[config.mk]
export PLATFORM = sky130hd
export DESIGN_NAME = vacl_div
export DESIGN_NICKNAME = d
export VERILOG_FILES = /design/src/rtl/vector_autocorrelation_lags_defines.svh /design/src/rtl/vacl_pkg.sv /design/src/rtl/vacl_div.sv
export SDC_FILE = /design/constraint.sdc
export NUM_CORES = 1
export LEC_CHECK = 0
export BUFFER_PORTS_ARGS = -buffer_cell sky130_fd_sc_hd__buf_2
export CORE_MARGIN = 3
export CORE_UTILIZATION = 50
export CTS_BUF_LIST = sky130_fd_sc_hd__clkbuf_16
export CTS_CLUSTER_DIAMETER = 30
export CTS_CLUSTER_SIZE = 14
export DETAILED_ROUTE_END_ITERATION = 10
export MAX_ROUTING_LAYER = met4
export PLACE_DENSITY = 0.73
export RECOVER_POWER = 25
export SETUP_SLACK_MARGIN = 0.1
export SLEW_MARGIN = 10
export SYNTH_ARGS = -nofsm -noshare
export SYNTH_HDL_FRONTEND = slang
export SYNTH_SLANG_ARGS = --single-unit
[constraint.sdc]
create_clock -name clk -period 3.7 [get_ports clk]
set_input_delay 0 -clock clk [delete_from_list [all_inputs] [get_ports clk]]
set_output_delay 0 -clock clk [all_outputs]
set_load 0.05 [all_outputs]
[src/rtl/vector_autocorrelation_lags_defines.svh]
// assertion helpers for the top-level rtl file
`ifndef VECTOR_AUTOCORRELATION_LAGS_DEFINES_SVH
`define VECTOR_AUTOCORRELATION_LAGS_DEFINES_SVH

// same-cycle implication, checked out of reset
`define VAL_ASSERT(lbl, ante, cons) \
  lbl: assert property (@(posedge clk) disable iff (!rst_n) (ante) |-> (cons)) \
    else $error("assertion failed");

// next-cycle implication, checked out of reset
`define VAL_ASSERT_NEXT(lbl, ante, cons) \
  lbl: assert property (@(posedge clk) disable iff (!rst_n) (ante) |=> (cons)) \
    else $error("assertion failed");

`endif

[src/rtl/vacl_pkg.sv]
// ----------------------------------------------------------------------------
// vacl_pkg
// Shared constants, lane control types and helpers for the lag correlator.
// ----------------------------------------------------------------------------
package vacl_pkg;

  localparam int LAGS        = 64;
  localparam int NUM_LANES   = 4;
  localparam int LANE_DEPTH  = LAGS / NUM_LANES;
  localparam int LANE_AW     = $clog2(LANE_DEPTH);
  localparam int LANE_IDX_W  = $clog2(NUM_LANES);
  localparam int STEP_W      = $clog2(NUM_LANES + 1);
  localparam int LAG_W       = $clog2(LAGS);
  localparam int LAGC_W      = LAG_W + 1;
  localparam int COMP_W      = 16;
  localparam int HIST_W      = 3 * COMP_W;
  localparam int SPACING_W   = 16;
  localparam int MAXLAG_W    = 7;
  localparam int SUM_W       = 64;
  localparam int CNT_W       = 32;
  localparam int TIME_W      = 32;
  localparam int DIVIDEND_W  = 64;
  localparam int DIVISOR_W   = 34;

  localparam logic [31:0] MEAN_LIMIT = 32'h4000_0000;

  localparam logic REG_MAX_LAG        = 1'b0;
  localparam logic REG_ORIGIN_SPACING = 1'b1;

  localparam logic CMD_SAMPLE  = 1'b0;
  localparam logic CMD_READOUT = 1'b1;

  typedef struct packed {
    logic                  rd_en;
    logic                  acc_en;
    logic [LANE_AW-1:0]    bank_addr;
    logic [LAG_W-1:0]      hist_raddr;
    logic                  hist_we;
    logic [LAG_W-1:0]      hist_waddr;
    logic [HIST_W-1:0]     hist_wdata;
    logic [COMP_W-1:0]     cur_x;
    logic [COMP_W-1:0]     cur_y;
    logic [COMP_W-1:0]     cur_z;
  } lane_ctl_t;

  typedef struct packed {
    logic [LANE_DEPTH-1:0] vld_map;
    logic [SUM_W-1:0]      sum;
    logic [CNT_W-1:0]      cnt;
  } lane_resp_t;

  // (r - d) mod sp for r < sp, d <= NUM_LANES, sp >= 1
  function automatic logic [SPACING_W-1:0] mod_sub(input logic [SPACING_W-1:0] r,
                                                   input logic [STEP_W-1:0] d,
                                                   input logic [SPACING_W-1:0] sp);
    logic signed [SPACING_W+1:0] v;
    v = $signed({2'b00, r}) - $signed({{(SPACING_W+2-STEP_W){1'b0}}, d});
    for (int i = 0; i < NUM_LANES; i++) begin
      if (v < 0) v = v + $signed({2'b00, sp});
    end
    return v[SPACING_W-1:0];
  endfunction

endpackage

[src/rtl/vacl_div.sv]
// ----------------------------------------------------------------------------
// vacl_div
// Shared restoring divider, one quotient bit per cycle.
// ----------------------------------------------------------------------------
module vacl_div import vacl_pkg::*; (
  input  logic                  clk,
  input  logic                  rst_n,
  input  logic                  start,
  input  logic [DIVIDEND_W-1:0] dividend,
  input  logic [DIVISOR_W-1:0]  divisor,
  output logic                  busy,
  output logic                  done,
  output logic [DIVIDEND_W-1:0] quot,
  output logic [DIVISOR_W-1:0]  rem
);

  localparam int CNT_DW = $clog2(DIVIDEND_W);

  logic                  busy_r, done_r;
  logic [CNT_DW-1:0]     cnt_r;
  logic [DIVIDEND_W-1:0] quot_r;
  logic [DIVISOR_W-1:0]  rem_r, dvs_r;
  logic [DIVISOR_W:0]    trial, diff;
  logic                  ge;

  assign trial = {rem_r, quot_r[DIVIDEND_W-1]};
  assign diff  = trial - {1'b0, dvs_r};
  assign ge    = trial >= {1'b0, dvs_r};

  always_ff @(posedge clk) begin
    if (start) begin
      quot_r <= dividend;
      rem_r  <= '0;
      dvs_r  <= divisor;
    end else if (busy_r) begin
      quot_r <= {quot_r[DIVIDEND_W-2:0], ge};
      rem_r  <= ge ? diff[DIVISOR_W-1:0] : trial[DIVISOR_W-1:0];
    end
  end

  always_ff @(posedge clk) begin
    if (!rst_n) begin
      busy_r <= 1'b0;
      done_r <= 1'b0;
      cnt_r  <= '0;
    end else begin
      done_r <= 1'b0;
      if (start) begin
        busy_r <= 1'b1;
        cnt_r  <= '0;
      end else if (busy_r) begin
        cnt_r <= cnt_r + 1'b1;
        if (cnt_r == CNT_DW'(DIVIDEND_W - 1)) begin
          busy_r <= 1'b0;
          done_r <= 1'b1;
        end
      end
    end
  end

  assign busy = busy_r;
  assign done = done_r;
  assign quot = quot_r;
  assign rem  = rem_r;

endmodule

==> results.json <==
{
  "die_w_um": 130,
  "r2r_setup_slack_ns": 0.50,
  "grt_pass1_wl_mm": 36.0,
  "cp-end-kind": "flip-flop",
  "synthCells": 715,
  "numCtsBuffers": 17,
  "gp_congestion": 0.996,
  "rows": 44,
  "r2r-end": "quot[0]",
  "pwr-share-comb_pct": 27.9,
  "cts_max_level": 4,
  "numClockSinks": 140,
  "cp_slowest_cell": "o2111ai_4",
  "p_leak_nw": 4.59,
  "synth_async_sr_flop_share_pct": 0,
  "fin_tns_setup_ns": 0,
  "hold_start": "divisor[27]",
  "cpMostUsedCell": "a21o_1",
  "yosysUniqueCellTypes": 58,
  "yosys_warnings": 0,
  "final_area_um2": 10400,
  "synthAdderAreaFrac_pct": 5.92,
  "layout_commonest_cell": "buf_2",
  "n_fill_cell": 1077,
  "final_cell_mix": "buf_2, dlygate4sd3_1, edfxtp_1, mux2_2, nor2_1",
  "post-cts-setup-buffers": 0,
  "layout.nets": 1140,
  "synth_compound_area_share_pct": 16.9,
  "drtIter0Drc": 654,
  "path_buf_inv": 1,
  "placed_area_um2": 8880,
  "clk_path_buf_depth": 2,
  "die_h_um": 130,
  "switching_power_mw": 1.73,
  "hold_viol": 0,
  "clock_skew_ns": 0.0143,
  "critical_path.top_delay_family": "compound AO/OA/AOI/OAI gates",
  "slew_headroom_pct": -37.5,
  "diodes": 0,
  "rsz0062_at_grt": "false",
  "violations": "max-capacitance violations, max-slew violations",
  "synth_seq_area_share_pct": 48.9,
  "tightest_slew_ns": 2.06,
  "wirelength_mm": 22.9,
  "vias": 6967,
  "track_usage_pct": 28.0,
  "cp_cell_sequence": "inv_1, ha_1, a21o_1, a21o_1, a21oi_1, nand3_1, o2111ai_4, nand2_1, mux2_2",
  "hp-class": "input port to flip-flop",
  "clock_power_share_pct": 33.2,
  "grt_max_degree": 56,
  "drive_gt1_share_pct": 30.4,
  "synth_top_family_by_area": "compound AO/OA/AOI/OAI gates",
  "worst-endpoint-required_ns": 3.87,
  "fmax_mhz": 313,
  "finalSetupViolCount": 0,
  "port_buffers": 200,
  "synth_fp_nets": 852,
  "synthXorXnorAreaFrac_pct": 3.17,
  "maxCapViolCount": 2,
  "ioPinCount": 201,
  "ys_ff_latch": 140,
  "internal_power_mw": 3.27,
  "path_max_fanout": 12,
  "criticalPathCategory": "flip-flop to flip-flop",
  "clock_latency_ns": 0.42,
  "fin_crit_sh_pct": 86.4,
  "first_pass_iters": 5,
  "wl_per_cell_um": 19.0,
  "vias_per_cell": 5.81,
  "synthMuxAreaShare_pct": 10.1,
  "cp_slowest_stage_delay_ns": 0.49,
  "clk_pin_slew_ns": 0.06,
  "grt_remaining_overflow": 0,
  "floorplan.die_area_um2": 17000,
  "cp.depth": 9,
  "arrival_ns": 3.37,
  "reg2reg_from": "dvs_r[20]",
  "cts_tree": "yes",
  "post-dp-hpwl_mm": 15.0,
  "ir_drop_mv": 0.344,
  "syn_area_per_cell_um2": 10.8,
  "synth_edf_count": 98,
  "period_minus_slack_ns": 3.20,
  "core_area_um2": 14800,
  "slew_violations": 73,
  "startpoint": "dvs_r[20]",
  "drc": 0,
  "start_util_pct": 52.2,
  "power.sequential.fraction_pct": 38.9,
  "antenna_found_initial": 0,
  "swShare_pct": 34.6,
  "synth-simple-area-share_pct": 10.4,
  "status": "finished with violations",
  "ant_nets": 0,
  "pwr_density_cell_nw_per_um2": 480,
  "grt_pass1_vias": 6858,
  "reg2reg_depth": 9,
  "endpoint": "quot[0]",
  "syn_to_final_growth_pct": 34.7,
  "root_buffer": "clkbuf_16",
  "syn_area_um2": 7740,
  "synthFlopType": "edfxtp_1",
  "start_kind": "flip-flop"
}
==> power groups by stage <==
stage | sequential, mW | combinational (mW) | clock, mW
4_1_cts | 1.94 | 1.38 | 1.68
3_5_place_dp | 1.96 | 1.29 | 0
6_report | 1.94 | 1.40 | 1.66
3_3_place_gp | 1.96 | 1.28 | 0
5_1_grt | 1.96 | 1.49 | 1.75
2_1_floorplan | 2.31 | 0.609 | 0
==> area by class of cell <==
type	instances	area, um2	area share [%]
Clock buffer	17	425	4.08
Clock inverter	15	139	1.33
Inverter	46	173	1.66
Multi-Input combinational cell	488	3610	34.6
Sequential cell	140	3780	36.3
Tap cell	184	230	2.21
Timing Repair Buffer	310	2060	19.8
==> metal layers <==
layer / share of wire, % / wire length [um] / vias up / track usage, %
met3: 6.7 / 1530 / 47 / 6.02
li1: - / - / 3271 / -
met5: 0 / 0 / - / -
met1: 41 / 9270 / 3371 / 34.3
met2: 51 / 11500 / 278 / 46.3
met4: 2.2 / 499 / 0 / 9.44
==> cells in the mapped netlist (15+ instances only) <==
cell type,instances,share of area [%]
a21oi_1,36,2.3
clkbuf_1,25,1.2
nand3_1,34,2.2
ha_1,35,5.7
a21o_1,19,1.8
nor2_1,57,2.8
a311oi_1,27,3.1
xnor2_1,17,1.9
mux2_2,64,9.3
dfxtp_1,42,11
o21ai_0,37,2.4
inv_1,46,2.2
edfxtp_1,98,38
nand2_1,30,1.5
and3_1,15,1.2
==> cell families after synthesis <==
group           after synthesis
buf+inv                      87
mux                          70
flops                       140
simple gates                170
compound gates              184
xor+xnor                     28
fa+ha+maj                    36
==> repair_timing <==
item | in CTS | in global routing
gates resized for setup | 0 | 1
hold buffers | 99 | 0
hold endpoints to repair | 105 | 0
endpoints found under the setup margin | 0 | 4
==> registers in the layout, indices dropped and copies added, names as in the netlist <==
register  count
busy          1
cnt_r         6
done          1
dvs_r        34
quot         64
rem          34
==> through the flow <==
stage | utilization (%) | setup slack [ns] | hold slack (ns) | std cells | total power, mW
floorplan | - | 0.722 | 0.0989 | 715 | 2.92
global placement | 60.0 | 0.426 | 0.177 | 1069 | 3.24
detailed placement | 60.0 | 0.306 | 0.178 | 1069 | 3.25
CTS | 70.5 | 0.255 | 0.0602 | 1200 | 4.99
global route | 70.4 | 0.337 | 0.274 | 1200 | 5.20
finish | 70.4 | 0.504 | 0.284 | 1200 | 5.00
==> worst min-delay path by stage <==
| stage | to | slack, ns | cells after the start |
|---|---|---|---|
| finish | dvs_r[27] | 0.28 | 2 |
| global route | dvs_r[28] | 0.27 | 2 |
| CTS | dvs_r[29] | 0.06 | 1 |
| detailed placement | dvs_r[16] | 0.18 | 1 |
| global placement | dvs_r[23] | 0.18 | 1 |
| floorplan | dvs_r[0] | 0.1 | 0 |
Note: power is estimated with default switching activity, not from simulation.
